===== config.mk =====
export PLATFORM = sky130hd
export DESIGN_NAME = rtsch_ram
export DESIGN_NICKNAME = d
export VERILOG_FILES = /design/src/hw/rtl/rtsch_ram.sv
export SDC_FILE = /design/constraint.sdc
export NUM_CORES = 1
export LEC_CHECK = 0
export ABC_CLOCK_PERIOD_IN_PS = 1850
export BUFFER_PORTS_ARGS = -buffer_cell sky130_fd_sc_hd__buf_2
export CORE_ASPECT_RATIO = 0.7
export CORE_MARGIN = 10
export CORE_UTILIZATION = 54
export DETAILED_ROUTE_END_ITERATION = 8
export PLACE_DENSITY = 0.8
export REMOVE_ABC_BUFFERS = 1
export SLEW_MARGIN = 20
export SYNTH_ARGS = -nofsm -noshare
export SYNTH_HDL_FRONTEND = slang
export SYNTH_SLANG_ARGS = --single-unit

===== constraint.sdc =====
create_clock -name clk -period 1.85 [get_ports clk]
set_clock_uncertainty 0.1 [all_clocks]
set_input_delay 0.185 -clock clk [delete_from_list [all_inputs] [get_ports clk]]
set_output_delay 0.185 -clock clk [all_outputs]
set_load 0.02 [all_outputs]

===== src/hw/rtl/rtsch_ram.sv =====
// ----------------------------------------------------------------------------
// rtsch_ram
// Generic single-write, single-read RAM with a registered read port.
// ----------------------------------------------------------------------------
module rtsch_ram #(
  parameter int WIDTH = 8,
  parameter int DEPTH = 16
) (
  input  logic                     clk,
  input  logic                     we,
  input  logic [$clog2(DEPTH)-1:0] waddr,
  input  logic [WIDTH-1:0]         wdata,
  input  logic [$clog2(DEPTH)-1:0] raddr,
  output logic [WIDTH-1:0]         rdata
);

  logic [WIDTH-1:0] mem [DEPTH];

  // Write port and registered read port.
  always_ff @(posedge clk) begin
    if (we) begin
      mem[waddr] <= wdata;
    end
    rdata <= mem[raddr];
  end

endmodule


==> out/qor.yml, run 1 <==
status: "finished clean"
antennaDiodeCount: 0
max_slew_margin: 0.7317
synthXorXnorAreaFrac: 0
postCtsSetupBuffers: 0
hold_viol: 0
clockBufferDepth: 2
synth_top_cell_by_area: "edfxtp_1"
cts_htree_levels: 4
hold_buffers: 0
yosysTopAreaCellShare: 0.7467
r2r-start: "mem[1][3]"
crit_path_start_kind: "flip-flop"
crit_start: "mem[1][3]"
synthMostInstantiatedCell: "edfxtp_1"
fp.dieH_um: 101.7
dp_hpwl_um: 6555
place_congestion: 0.7689
synth_warnings: 0
wl_per_cell_um: 23.43
drt_wl_total_um: 9983
grt_usage: 0.1556
leakage_uw: 0.002125
cts_buffers: 17
antenna_found_initial: 0
ir_drop_v: 0.0007571
fillers: 587
grt_max_degree: 25
reg2reg_slack_ns: 0.40
dr.pass1.iters: 4
synth_top_family_by_area: "multiplexers"
drive_above_1_share: 0.3245
vias_per_cell: 5.815
fin_area_sq_mm: 0.006140
cts_sinks: 136
rows: 29
grt.overflow.total: 0
async_flop_share: 0
antenna_left: 0
synth_ff_type: "edfxtp_1"
yosys-top-cells-count: "edfxtp_1 (128), mux4_2 (18), a22oi_1 (16)"
multiInputGateArea_sq_mm: 0.001057
area_growth_pct: 19.28
grt_pass1_wl_um: 15290
ys_top_cells_by_area: "edfxtp_1 (75%), mux4_2 (7.9%), mux4_1 (7.1%)"
rsz0062_at_grt: "false"
tns_ns: 0
synth.distinct_cells: 19
critPathArrivalTime_ns: 1.64
max_freq_mhz: 687.8
num_vias: 2477
muxShareOfSynthArea: 0.1502
synthCells: 229
yosysSeqAreaShare: 0.7778
critical_path_required_ns: 2.04
hp-class: "in2reg"
synth_edf_count: 128
cts.repair.resized: 0
clk_pin_slew_ns: 0.05
period_share: 0.7858
syn_area_per_cell_sq_um: 22.48
tritoncts: "done"
final_nets: 307
end_kind: "flip-flop"
root_buffer: "clkbuf_16"
core_sq_mm: 0.009180
dpl_cell_area_sq_mm: 0.005562
drc: 0
dr.first_iter.drc_count: 268
ios: 26
first_global_vias: 2601
p_per_area_mw_per_mm2: 1149
seq_area_sq_mm: 0.004004
synth-compound-area-share: 0.02333
layout_min_cycle_time_ns: 1.454
drv_cap: 0
critPathMaxFanout: 1
critical_path_class: "reg2reg"
ys_ff_latch: 136
dieArea_sq_mm: 0.01390
io_buffer_count: 25
finalSetupViolations: 0
synth_area_sq_mm: 0.005147
clkLatencyLatePin_ns: 0.41
holdWs_ns: 0.06678
maxSlewViolCount: 0
synthSimpleGateAreaFrac: 0.03184
start_util: 0.5607
min_from: "wdata[6]"
synth_fa_ha_area_frac: 0
tightest_slew_ns: 0.4025
die_x_um: 136.7
-- cell families after synthesis --
| logic type | Yosys count |
|---|---|
| DFF | 136 |
| and+or+nand+nor | 35 |
| muxes | 32 |
| AOI/OAI and AO/OA | 16 |
| buffers and inverters | 10 |
-- layout make-up --
type / instances / share of cell area
sequential: 136 / 0.6521
multi-input combinational: 83 / 0.1722
clock buffer: 24 / 0.07846
timing repair buffer: 51 / 0.05625
tap: 124 / 0.02527
clock inverter: 8 / 0.01569
-- sequential cells by signal, indices dropped and copies added (netlist names) --
register and cells:
rdata 8, mem 128
-- report_power, final --
group	internal [uW]	total [uW]	switching (uW)
clock network	2080	3240	1160
logic	145	348	203
registers	3450	3470	22.3
total	5670	7050	1380
-- cells in the final DEF (no fill, tap or decap) --
master,netlist,routed
edfxtp_1,128,128
nor2b_1,1,1
buf_12,0,2
clkbuf_16,0,17
mux4_1,14,14
and2b_1,1,1
clkinv_4,0,1
and2_1,1,1
clkbuf_8,0,3
dfxtp_1,8,8
clkinv_2,0,4
nand2_1,9,9
nand2b_1,2,2
or3b_2,1,1
nand3_1,1,1
a22oi_1,16,16
clkinvlp_4,0,1
nor3_1,4,4
buf_2,3,25
clkbuf_1,0,4
nor2_1,13,13
mux4_2,18,18
nand3b_1,2,2
buf_4,1,24
bufinv_16,0,2
-- metrics by stage --
step / setup WS, ns / cells / utilization / power (uW)
6_report: 0.3962 / 426 / 0.6688 / 7054
2_1_floorplan: 0.07213 / 219 / - / 3687
4_1_cts: 0.3834 / 426 / 0.6688 / 7111
3_3_place_gp: 0.1453 / 394 / 0.6058 / 3866
3_5_place_dp: 0.1401 / 394 / 0.6058 / 3881
5_1_grt: 0.3704 / 426 / 0.6688 / 7289
-- metal layers --
| layer | share of wire | vias to the layer above | global-route usage |
|---|---|---|---|
| li1 | - | 1096 | - |
| met1 | 0.42 | 1249 | 0.2069 |
| met2 | 0.46 | 123 | 0.2262 |
| met3 | 0.11 | 9 | 0.06429 |
| met4 | 0.0066 | 0 | 0.05714 |
| met5 | 0 | - | 0 |
-- critical path, cell delays in order, from the launching register on --
cell      delay [ns]
edfxtp_1        0.35
mux4_1          0.53
a22oi_1         0.27
nand2_1         0.09
-- worst paths after layout --
check / endpoint / cells after the start
min reg2reg: rdata[1] / 3
max: rdata[3] / 3
max reg2reg: rdata[3] / 3
min: mem[4][6] / 1
Note: power is estimated with default switching activity, not from simulation.
==> run 2: changes to the inputs <==
ABC_AREA = 1   (was default)
ABC_CLOCK_PERIOD_IN_PS = 1500   (was 1850)
CORE_UTILIZATION = 61   (was 54)
PLACE_DENSITY = 0.85   (was 0.8)
clock period = 1.5 ns   (was 1.85 ns; I/O delays follow)
==> out/qor.yml, run 2 <==
finalWorstSetupSlack_ns: 0.2630  # was 0.3962 ns
reg2reg_slack_ns: 0.42  # was 0.40 ns
p_per_area_mw_per_mm2: 1354  # was 1149 mW/mm^2
ir_drop_v: 0.001650  # was 0.0007571 V
yosysTopAreaCellShare: 0.6665  # was 0.7467
grt_max_degree: 65  # was 25
seq_power_share: 0.470  # was 0.492
dp_hpwl_um: 7906  # was 6555 um
antenna_found_initial: 0  # unchanged
largest_reg_flops: 128  # unchanged
seq_area_sq_mm: 0.004004  # unchanged
clk_pin_slew_ns: 0.06  # was 0.05 ns
cts_sinks: 136  # unchanged
place_congestion: 0.8676  # was 0.7689
async_flop_share: 0  # unchanged
synth_edf_count: 128  # unchanged
top_register: "mem"  # unchanged
critPathMaxFanout: 1  # unchanged
crit_chain: "buf_2"  # was mux4_1 > a22oi_1 > nand2_1
clkLatencyLatePin_ns: 0.42  # was 0.41 ns
cp_top_family: "flip-flops"  # was multiplexers
postLayoutCoreUtil: 0.7356  # was 0.6688
ios: 26  # unchanged
final_cell_mix: "nand2_1 (173), edfxtp_1 (128), inv_1 (100)"  # was edfxtp_1 (128), buf_2 (25), buf_4 (24)
drive_above_1_share: 0.1299  # was 0.3245
start_util: 0.6307  # was 0.5607
holdPathStages: 1  # unchanged
critical_path_required_ns: 1.25  # was 2.04 ns
worst_r2r_endpoint: "rdata[5]"  # was rdata[3]
tightest_slew_ns: 0.3455  # was 0.4025 ns
ff2ff_path_depth: 6  # was 3
cts.repair.resized: 0  # unchanged
maxSlewViolCount: 0  # unchanged
antennaDiodeCount: 0  # unchanged
hold_viol: 0  # unchanged
synthCells: 551  # was 229
period_share: 0.8247
critical_path_class: "reg2out"  # was reg2reg
max_slew_margin: 0.7697  # was 0.7317
synth_area_sq_mm: 0.005767  # was 0.005147 sq mm
critPathArrivalTime_ns: 0.99  # was 1.64 ns
multiInputGateArea_sq_mm: 0.001214  # was 0.001057 sq mm
grt_pass1_wl_um: 20430  # was 15290 um
fp.dieH_um: 101.4  # was 101.7 um
r2r-start: "mem[9][5]"  # was mem[1][3]
io_buffer_count: 25  # unchanged
internal-power_uw: 7182  # was 5674 uW
finalSetupViolations: 0  # unchanged
tritoncts: "done"  # unchanged
first_global_vias: 3910  # was 2601
root_buffer: "clkbuf_16"  # unchanged
layout_min_cycle_time_ns: 1.237
drc: 0  # unchanged
syn_area_per_cell_sq_um: 10.47  # was 22.48 sq um
place_ws_ns: 0.1836  # was 0.1401 ns
mostFrequentLayoutCell: "nand2_1"  # was edfxtp_1
wl_per_cell_um: 17.42  # was 23.43 um
end_kind: "output port"  # was flip-flop
drv_cap: 0  # unchanged
critPathSlowestCell: "dfxtp_1"  # was mux4_1
synth_warnings: 0  # unchanged
leakage_uw: 0.002941  # was 0.002125 uW
die_x_um: 136.2  # was 136.7 um
drt_wl_total_um: 12750  # was 9983 um
hp-class: "in2reg"  # unchanged
grt_usage: 0.1966  # was 0.1556
synth_ff_type: "edfxtp_1"  # unchanged
cts_htree_levels: 4  # unchanged
p_sw_uw: 1925  # was 1380 uW
ys_top_cells_by_area: "edfxtp_1 (67%), nand2_1 (11%), nand3_1 (8.4%)"  # was edfxtp_1 (75%), mux4_2 (7.9%), mux4_1 (7.1%)
antenna_left: 0  # unchanged
max_freq_mhz: 808.4
area_growth_pct: 16.64  # was 19.28%
crit_start: "rdata[0]"  # was mem[1][3]
min_from: "wdata[5]"  # was wdata[6]
yosys-top-cells-count: "nand2_1 (173), edfxtp_1 (128), inv_1 (100)"  # was edfxtp_1 (128), mux4_2 (18), a22oi_1 (16)
worst_path_largest_cell_delay_ns: 0.38  # was 0.53 ns
rsz0062_at_grt: "false"  # unchanged
hold_end: "mem[10][5]"  # was mem[4][6]
core_sq_mm: 0.009144  # was 0.009180 sq mm
cts_buffers: 17  # unchanged
ys_ff_latch: 136  # unchanged
grt.overflow.total: 0  # unchanged
clockBufferDepth: 2  # unchanged
dieArea_sq_mm: 0.01380  # was 0.01390 sq mm
dr.pass1.iters: 6  # was 4
critPathBufInv: 1  # was 0
status: "finished clean"  # unchanged
dr.first_iter.drc_count: 622  # was 268
yosysSeqAreaShare: 0.6943  # was 0.7778
fillers: 613  # was 587
clkPwrFrac: 0.470  # was 0.459
synthMostInstantiatedCell: "nand2_1"  # was edfxtp_1
tns_ns: 0  # unchanged
path_depth: 1  # was 3
synth.distinct_cells: 12  # was 19
crit_path_start_kind: "flip-flop"  # unchanged
rows: 29  # unchanged
final_nets: 613  # was 307
largestRegisters: "mem: 128 flops, rdata: 8 flops"  # unchanged
comb_power_share: 0.060  # was 0.049
synth_top_cell_by_area: "edfxtp_1"  # unchanged
vias_per_cell: 5.385  # was 5.815
num_vias: 3942  # was 2477
p_sw_frac: 0.2114  # was 0.1957
==> run 2: area by class of cell <==
| type | instances | area share |
|---|---|---|
| flip-flops and latches | 136 | 0.5952 |
| well taps | 124 | 0.02307 |
| inverters | 102 | 0.05692 |
| multi-input cells | 289 | 0.1804 |
| clock inverters | 13 | 0.02679 |
| clock buffers | 19 | 0.06436 |
| repair buffers | 49 | 0.05320 |
==> run 2: power groups by stage <==
stage	Sequential [uW]	Clock (uW)	Combinational [uW]
after floorplan	4380	0	229
after global routing	4290	4500	603
after global placement	4350	0	521
after detailed placement	4360	0	536
after CTS	4280	4330	546
final	4280	4280	547
==> run 2: cell families after synthesis <==
logic type             after synthesis  synth area share
AND/OR/NAND/NOR                    289            0.2105
flip-flops                         136            0.6943
buffers and inverters              126           0.09525
==> run 2: worst reg2reg max path, stage by stage (launching register included) <==
cell and delay [ns]:
edfxtp_1 0.38, inv_1 0.06, nand2_1 0.05, nand3_1 0.11, nand3_1 0.11, nand3_1 0.12, nand2_1 0.05
==> run 2: worst max path at each step <==
stage,to,slack [ns]
6_report,rdata[0],0.26
5_1_grt,rdata[0],0.24
4_1_cts,rdata[0],0.26
3_5_place_dp,mem[15][7],0.18
3_3_place_gp,rdata[6],0.20
2_1_floorplan,rdata[2],0.27
==> run 2: what timing repair did <==
| item | in CTS | in global routing |
|---|---|---|
| hold buffers | 1 | 0 |
| setup buffers | 0 | 0 |
| hold endpoints to repair | 5 | 0 |
==> run 2: metal layers <==
metal	global-route usage	vias up	wire (um)
met5	0	-	0
met4	0.07510	0	248
met3	0.06528	27	1620
met2	0.2906	250	5884
met1	0.2653	1804	4995
li1	-	1861	-
==> run 2: stage by stage <==
stage	hold slack, ns	cell area (sq um)	power, uW	cells
2_1_floorplan	0.1489	5600	4608	527
3_3_place_gp	0.4231	6103	4875	699
3_5_place_dp	0.4155	6103	4894	699
4_1_cts	0.02691	6726	9153	732
5_1_grt	0.03653	6726	9394	732
6_report	0.03599	6726	9107	732
