### src/hw/rtl/rtsch_pkg.sv
// ----------------------------------------------------------------------------
// rtsch_pkg
// Shared types and constants for the random tie-break event scheduler.
// ----------------------------------------------------------------------------
package rtsch_pkg;

  localparam int QUEUE_DEPTH = 64;
  localparam int ACTOR_BITS  = 16;
  localparam int IDX_W       = $clog2(QUEUE_DEPTH);
  localparam int CNT_W       = IDX_W + 1;
  localparam int TIME_W      = 64;
  localparam int SEQ_W       = 32;
  localparam int ENTRY_W     = TIME_W + ACTOR_BITS + SEQ_W;

  localparam logic [63:0] GOLDEN_SEED = 64'h9E3779B97F4A7C15;
  localparam logic [63:0] STAR_MULT   = 64'd2685821657736338717;
  localparam int SHIFT_A = 12;
  localparam int SHIFT_B = 25;
  localparam int SHIFT_C = 27;

  // Command codes.
  typedef enum logic [1:0] {
    CMD_SCHEDULE = 2'd0,
    CMD_STEP     = 2'd1,
    CMD_ADVANCE  = 2'd2,
    CMD_UNUSED   = 2'd3
  } cmd_t;

  // One stored event.
  typedef struct packed {
    logic [TIME_W-1:0]     due;
    logic [ACTOR_BITS-1:0] actor;
    logic [SEQ_W-1:0]      seq;
  } entry_t;

endpackage

### src/hw/rtl/rtsch_draw.sv
// ----------------------------------------------------------------------------
// rtsch_draw
// Xorshift64* generator with a bit-serial multiplier and a bit-serial
// remainder by the tie count. Reports whether the draw modulo ties is zero.
// ----------------------------------------------------------------------------
module rtsch_draw (
  input  logic                      clk,
  input  logic                      rst,
  input  logic                      seed_we,
  input  logic [63:0]               seed_wdata,
  input  logic                      start,
  input  logic [rtsch_pkg::CNT_W-1:0] ties,
  output logic                      done,
  output logic                      hit
);

  typedef enum logic [2:0] {
    D_IDLE = 3'b001,
    D_MUL  = 3'b010,
    D_MOD  = 3'b100
  } dstate_t;

  dstate_t state;
  logic [63:0] gen;
  logic [63:0] acc;
  logic [63:0] mcand;
  logic [63:0] mconst;
  logic [5:0]  cnt;
  logic [rtsch_pkg::CNT_W-1:0] rem;
  logic [rtsch_pkg::CNT_W-1:0] ties_q;
  logic [63:0] xs1, xs2, xs3;
  logic [rtsch_pkg::CNT_W-1:0] trial;

  // One xorshift step on the current state.
  always_comb begin
    xs1 = gen ^ (gen >> rtsch_pkg::SHIFT_A);
    xs2 = xs1 ^ (xs1 << rtsch_pkg::SHIFT_B);
    xs3 = xs2 ^ (xs2 >> rtsch_pkg::SHIFT_C);
  end

  // Remainder trial: shift in the next dividend bit.
  assign trial = {rem[rtsch_pkg::CNT_W-2:0], acc[63]};

  // Sequencer: a bit-serial multiply phase, then a bit-serial remainder phase.
  always_ff @(posedge clk) begin
    done <= 1'b0;
    if (rst) begin
      state <= D_IDLE;
      gen   <= rtsch_pkg::GOLDEN_SEED;
      hit   <= 1'b0;
    end else begin
      if (seed_we) begin
        gen <= (seed_wdata == 64'd0) ? rtsch_pkg::GOLDEN_SEED : seed_wdata;
      end
      unique case (state)
        D_IDLE: begin
          if (start) begin
            gen    <= xs3;
            mcand  <= xs3;
            mconst <= rtsch_pkg::STAR_MULT;
            acc    <= 64'd0;
            ties_q <= ties;
            cnt    <= 6'd0;
            state  <= D_MUL;
          end
        end
        D_MUL: begin
          if (mconst[0]) begin
            acc <= acc + mcand;
          end
          mcand  <= mcand << 1;
          mconst <= mconst >> 1;
          cnt    <= cnt + 6'd1;
          if (cnt == 6'd63) begin
            rem   <= '0;
            state <= D_MOD;
          end
        end
        D_MOD: begin
          acc <= acc << 1;
          rem <= (trial >= ties_q) ? trial - ties_q : trial;
          cnt <= cnt + 6'd1;
          if (cnt == 6'd63) begin
            hit   <= (((trial >= ties_q) ? trial - ties_q : trial) == '0);
            done  <= 1'b1;
            state <= D_IDLE;
          end
        end
        default: state <= D_IDLE;
      endcase
    end
  end

  // A start is only issued to an idle unit.
  property p_start_idle;
    @(posedge clk) disable iff (rst) start |-> state == D_IDLE;
  endproperty
  a_start_idle: assert property (p_start_idle) else $error("draw started while busy");

  // Done comes out of the remainder phase.
  property p_done_src;
    @(posedge clk) disable iff (rst) done |-> $past(state) == D_MOD;
  endproperty
  a_done_src: assert property (p_done_src) else $error("done without remainder phase");

  // Tie count is never zero while dividing.
  property p_ties_nz;
    @(posedge clk) disable iff (rst) state == D_MOD |-> ties_q != '0;
  endproperty
  a_ties_nz: assert property (p_ties_nz) else $error("zero divisor");

endmodule

### config.mk
export PLATFORM = sky130hd
export DESIGN_NAME = rtsch_draw
export DESIGN_NICKNAME = d
export VERILOG_FILES = /design/src/hw/rtl/rtsch_pkg.sv /design/src/hw/rtl/rtsch_draw.sv
export SDC_FILE = /design/constraint.sdc
export NUM_CORES = 1
export LEC_CHECK = 0
export BUFFER_PORTS_ARGS = -buffer_cell sky130_fd_sc_hd__buf_2
export CAP_MARGIN = 20
export CORE_MARGIN = 3
export CORE_UTILIZATION = 58
export CTS_BUF_LIST = sky130_fd_sc_hd__clkbuf_8
export DETAILED_ROUTE_END_ITERATION = 8
export PLACE_DENSITY = 0.79
export SLEW_MARGIN = 20
export SYNTH_ARGS = -nofsm -noshare
export SYNTH_HDL_FRONTEND = slang
export SYNTH_SLANG_ARGS = --single-unit
### constraint.sdc
create_clock -name clk -period 11.4 [get_ports clk]
set_clock_uncertainty 0.05 [all_clocks]
set_input_delay 0.57 -clock clk [delete_from_list [all_inputs] [get_ports clk]]
set_output_delay 0.57 -clock clk [all_outputs]
set_load 0.005 [all_outputs]
==> metrics.yaml, run 1 <==
port-buffer-count: 76
async_reset_ff_share_pct: 0
netSwitchingFraction_pct: 38.9
design_area_um2: 17900
power.leakage_nw: 6.61
io_pins: 77
vias: 13220
start_kind: "register"
rows: 60
wl_per_cell_um: 20.4
grt_pass1_wl_um: 68500
peakVddDrop_mv: 0.105
nFillCells: 2208
tritoncts: "built"
crit_arrival_ns: 4.01
cp-end-kind: "register"
htree_levels: 2
combPwrFrac_pct: 39.1
instances_no_fill: 2132
first_global_vias: 12681
drive_gt1_share_pct: 10.2
place_area_um2: 17000
clk_path_buf_depth: 3
initial_core_util_pct: 59.8
synthTopCellsByCount: "edfxtp_1, nand2_1, nor2_1"
ys_ff_latch: 278
antenna_found_initial: 4
worstSetupStartpoint: "mcand[24]$_DFFE_PP_"
max_slew_margin_pct: 28.7
hp-start: "ties[3]"
routed_wirelength_um: 43500
fin_nets: 1866
drtAntennaViolNets: 0
dp_hpwl_um: 31200
synth.net_count: 1819
syn_inst: 1671
root_buffer: "clkbuf_8"
cp.required_ns: 11.64
slew_violations: 0
whs_ns: 0.0894
setup_viol: 0
ctsResizeCount: 0
p_sw_w: 0.00148
p_int_w: 0.00232
grt_usage_pct: 28.3
drv_cap: 0
grt_busiest_layer: "met2"
cp_slowest_cell: "nor4_1"
numClockSinks: 278
viasPerCell: 6.20
drt_iter0_drc: 1700
cp_cell_sequence: "ha_1, nand4_1, nor4_1, o2111ai_1, a31o_2, a21bo_2, a211oi_1, a31oi_1, o21ai_1, xnor2_1, o21ai_0"
ctsHoldBuffers: 0
yosysUniqueCellTypes: 66
clk_latency_ns: 0.60
slowest_delay_ns: 0.50
hold_violations: 0
synth_edf_count: 209
design.core.area_um2: 27300
die_y_um: 174
gp_congestion: 0.965
yosysWarnings: 0
r2r_start: "mcand[24]$_DFFE_PP_"
dieArea_um2: 30200
synthFlopType: "edfxtp_1"
synthesis.area_um2: 16300
r2r_setup_slack_ns: 7.63
gr-usage-met3_pct: 6.04
period_share_pct: 33.1
power_density_nw_per_um2: 212
numCtsBuffers: 48
min_period_ns: 3.77
met2_usage_pct: 42.7
synth_most_common_cell: "edfxtp_1"
crit_type: "register to register"
dr.pass1.iters: 6
clk_pin_slew_ns: 0.06
synth.yosys.seq_area_share_pct: 46.9
synth_area_leaders: "edfxtp_1, dfxtp_1, xnor2_1"
grt_max_degree: 114
grt.overflow.total: 0
crit_fanout: 6
rsz0062_at_grt: "no"
dp.cells: 2040
status: "finished, final reports clean"
synth_top_area_share_pct: 38.4
drcViolationCount: 0
post_cts_buffers: 0
avgSynthCellArea_um2: 9.77
tns_ns: 0
die_w_um: 174
seq_power_share_pct: 36.7
timing.fmax_mhz: 265
grt_use_met1_pct: 40.5
area.growth.synth_to_final_pct: 9.90
hold_class: "input pin to register"
clkPwrFrac_pct: 24.3
yosys.area.top_type: "edfxtp_1"
tightestPinTransition_ns: 1.07
[worst paths after layout]
kind | to | cells after the start
worst min register to register | mconst[26]$_SDFFCE_PN1P_ | 1
worst min-delay path | ties_q[3]$_DFFE_PP_ | 1
worst max register to register | acc[63]$_DFFE_PP_ | 11
worst max-delay path | acc[63]$_DFFE_PP_ | 11
[cell type report]
type	instances	area (um^2)	share of cell area, %
Sequential cell	278	7660	42.7
Clock inverter	37	260	1.45
Tap cell	372	465	2.59
Timing Repair Buffer	89	478	2.66
Multi-Input combinational cell	1282	8310	46.3
Clock buffer	51	702	3.91
Antenna cell	4	10.0	0.0558
Inverter	19	71.3	0.397
[state kept, by name, summed over array words and instances, names as in the netlist, 3 cells and up]
register,cells
acc,64
state,3
mconst,62
gen,64
mcand,64
rem,6
cnt,6
ties_q,7
[per-layer routing]
metal  share of wire, %  wire length, um
met1                 43            18500
met2                 44            19300
met3                9.4             4090
met4                3.7             1610
met5              0.053               23
[per-stage QoR]
step / util [%] / power, W / setup WS (ns)
after CTS: 65.6 / 0.00378 / 7.53
after global routing: 65.7 / 0.00398 / 7.43
final: 65.7 / 0.00380 / 7.63
after detailed placement: 62.1 / 0.00285 / 7.57
after floorplan: - / 0.00243 / 0.389
after global placement: 62.1 / 0.00282 / 7.70
[critical path: cells and delay by family (launching register included)]
kind	cells	cell delay [ns]
AOI/OAI and AO/OA	7	1.81
and+or+nand+nor	2	0.66
adders and majority gates	1	0.42
DFF	1	0.41
xor gates and xnor gates	1	0.13
[cells by family (layout without fill, tap and decap cells)]
family / after synthesis / in the layout / share of synthesized area (%)
AND/OR/NAND/NOR: 582 / 582 / 16.5
AO/OA/AOI/OAI: 414 / 414 / 16.9
flip-flops: 278 / 278 / 46.9
XOR/XNOR: 203 / 203 / 10.9
buffers and inverters: 111 / 196 / 2.55
adder cells (fa/ha/maj): 73 / 73 / 5.68
multiplexers: 10 / 10 / 0.613
other: 0 / 4 / 0
[power by group through the flow]
stage	clock network, W	logic (W)	registers [W]
floorplan	0	0.00106	0.00137
CTS	0.000933	0.00145	0.00139
global route	0.000975	0.00160	0.00140
finish	0.000921	0.00148	0.00139
global placement	0	0.00142	0.00141
detailed placement	0	0.00144	0.00141
[placed cells by master, fill, tap and decap left out, types with 10 or more instances in the layout]
| cell | Yosys | routed |
|---|---|---|
| edfxtp_1 | 209 | 209 |
| xor2_1 | 85 | 85 |
| nor2b_1 | 32 | 31 |
| o21ai_0 | 116 | 116 |
| mux2i_1 | 10 | 10 |
| a211oi_1 | 44 | 43 |
| nor2_1 | 160 | 158 |
| and2_1 | 35 | 35 |
| inv_1 | 19 | 38 |
| nand2b_1 | 13 | 12 |
| nand2_1 | 202 | 202 |
| nand4_1 | 19 | 19 |
| xnor2_1 | 118 | 118 |
| a31oi_1 | 12 | 12 |
| nor4_1 | 20 | 20 |
| ha_1 | 71 | 71 |
| a21oi_1 | 84 | 84 |
| o221ai_1 | 38 | 38 |
| dfxtp_1 | 69 | 69 |
| buf_2 | 0 | 76 |
| or3_1 | 33 | 33 |
| clkbuf_8 | 0 | 51 |
| nand3_1 | 40 | 40 |
| buf_4 | 0 | 13 |
| a21o_1 | 36 | 36 |
Power figures use the tool's default switching activity.
==> run 2: changes to the inputs <==
clock period = 3.09 ns   (was 11.4 ns; I/O delays follow)
==> run 2 against run 1 <==
Against the previous run: clock power grew to 3.8 times the previous value; via count grew 7.5%; largest power group unchanged; clock-buffer cell count grew 3; the flow now finishes with violations (negative setup slack).
==> metrics.yaml, run 2 (synthesis results as in run 1) <==
status: "finished with violations"  # was finished, final reports clean
violations: "negative setup slack"
tns_ns: -2.54  # was 0 ns
grt_usage_pct: 30.8  # was 28.3%
grt.overflow.total: 0  # unchanged
area.growth.synth_to_final_pct: 21.4  # was 9.90%
io_pins: 77  # unchanged
place_area_um2: 17600  # was 17,000 um^2
nFillCells: 1960  # was 2,208
dp.cells: 2115  # was 2,040
initial_core_util_pct: 59.8  # unchanged
die_w_um: 174  # unchanged
routed_wirelength_um: 47900  # was 43,500 um
setup_viol: 25  # was 0
dp_hpwl_um: 32600  # was 31,200 um
grt_max_degree: 114  # unchanged
netSwitchingFraction_pct: 38.8  # was 38.9%
port-buffer-count: 76  # unchanged
rsz0062_at_grt: "yes"  # was no
numClockSinks: 278  # unchanged
slew_violations: 0  # unchanged
clk_path_buf_depth: 3  # unchanged
timing.fmax_mhz: 299  # was 265 MHz
drtAntennaViolNets: 0  # unchanged
power_density_nw_per_um2: 753  # was 212 nW/um^2
biggestRegsByFlops: "acc (64), gen (64), mcand (64)"  # unchanged
dr.pass1.iters: 8  # was 6
numCtsBuffers: 47  # was 48
multi_input_area_um2: 8660  # was 8310 um^2
gp_congestion: 1.01  # was 0.965
clkPwrFrac_pct: 23.3  # was 24.3%
fin_nets: 2031  # was 1,866
design_area_um2: 19800  # was 17,900 um^2
max_slew_margin_pct: 36.0  # was 28.7%
seq_power_share_pct: 34.5  # was 36.7%
seqCellArea_um2: 7660  # about the same
crit_type: "register to register"  # unchanged
layout_commonest_cell: "edfxtp_1"  # unchanged
first_global_vias: 13783  # was 12,681
vias: 14205  # was 13,220
viasPerCell: 6.19  # was 6.20
drt_iter0_drc: 1878  # was 1,700
setup_ws_ns: -0.259  # was 7.63 ns
rows: 60  # unchanged
n_antenna_cell: 0  # was 4
instances_no_fill: 2294  # was 2,132
drive_gt1_share_pct: 17.0  # was 10.2%
p_sw_w: 0.00579  # was 0.00148 W
start_kind: "register"  # unchanged
period_share_pct: 108  # was 33.1%
htree_levels: 2  # unchanged
clk_pin_slew_ns: 0.06  # about the same
combPwrFrac_pct: 42.2  # was 39.1%
clk_latency_ns: 0.60  # about the same
antenna_found_initial: 1  # was 4
tightestPinTransition_ns: 0.960  # was 1.07 ns
p_int_w: 0.00915  # was 0.00232 W
root_buffer: "clkbuf_8"  # unchanged
drcViolationCount: 0  # unchanged
crit_arrival_ns: 3.61  # was 4.01 ns
cp.required_ns: 3.35  # was 11.64 ns
dieArea_um2: 30200  # unchanged
design.core.area_um2: 27300  # unchanged
r2r_setup_slack_ns: -0.26  # was 7.63 ns
tritoncts: "built"  # unchanged
grt_pass1_wl_um: 74900  # was 68,500 um
wl_per_cell_um: 20.9  # was 20.4 um
layout_common_cells: "edfxtp_1, nand2_1, nor2_1, xnor2_1, buf_4"  # was edfxtp_1, nand2_1, nor2_1, xnor2_1, o21ai_0
crit_fanout: 4  # was 6
post-place-ws_ns: -0.326  # was 7.57 ns
drv_cap: 0  # unchanged
peakVddDrop_mv: 0.509  # was 0.105 mV
hold_violations: 0  # unchanged
power.leakage_nw: 7.47  # was 6.61 nW
cp-end-kind: "register"  # unchanged
hold_class: "input pin to register"  # unchanged
min_period_ns: 3.35  # was 3.77 ns
die_y_um: 174  # unchanged
[run 2: layer usage]
metal	global-route usage [%]	vias to the layer above	part of all wire, %
met5	0.321	-	0.029
met4	13.5	2	4.8
met3	5.37	184	9.9
met2	47.9	803	45
met1	42.7	6685	40
li1	-	6531	-
[run 2: worst paths after layout]
| kind | depth (start not counted) | startpoint | to |
|---|---|---|---|
| worst max-delay path | 13 | mcand[4]$_DFFE_PP_ | acc[60]$_DFFE_PP_ |
| worst min-delay path | 2 | rst | gen[15]$_SDFF_PP0_ |
| worst max register to register | 13 | mcand[4]$_DFFE_PP_ | acc[60]$_DFFE_PP_ |
| worst min register to register | 1 | mconst[40]$_SDFFCE_PN0P_ | mconst[39]$_SDFFCE_PN1P_ |
[run 2: metrics by stage]
step | hold WS, ns | util (%) | total power [W]
after floorplan | 0.203 | - | 0.00895
after global placement | 0.281 | 64.4 | 0.0108
after detailed placement | 0.283 | 64.4 | 0.0109
after CTS | 0.0584 | 71.6 | 0.0146
after global routing | 0.0926 | 72.6 | 0.0156
final | 0.106 | 72.6 | 0.0149
[run 2: repair_timing]
action,CTS,global route
hold buffers,72,0
pin swaps,35,30
setup endpoints to repair,27,35
setup buffers,10,10
resized for setup,47,41
endpoints found under the hold margin,72,0
[run 2: area by class of cell]
class	count	area share, %
Multi-Input combinational cell	1282	43.7
Sequential cell	278	38.6
Timing Repair Buffer	255	9.97
Clock buffer	54	3.75
Tap cell	372	2.35
Clock inverter	34	1.25
Inverter	19	0.360
[run 2: power by group through the flow]
stage	clock (W)	combinational, W	sequential [W]
finish	0.00348	0.00630	0.00516
global route	0.00368	0.00673	0.00519
global placement	0	0.00558	0.00519
CTS	0.00350	0.00595	0.00513
detailed placement	0	0.00567	0.00521
floorplan	0	0.00391	0.00504
[run 2: worst max-delay path: stages (launching register included)]
cell	delay (ns)
edfxtp_1	0.44
ha_4	0.30
buf_6	0.11
o21ai_2	0.05
o21a_1	0.22
o22ai_4	0.26
o21ai_4	0.09
o31ai_4	0.37
a31oi_4	0.20
o41ai_4	0.49
a221oi_2	0.12
a21oi_2	0.18
xnor2_1	0.13
o21ai_1	0.07
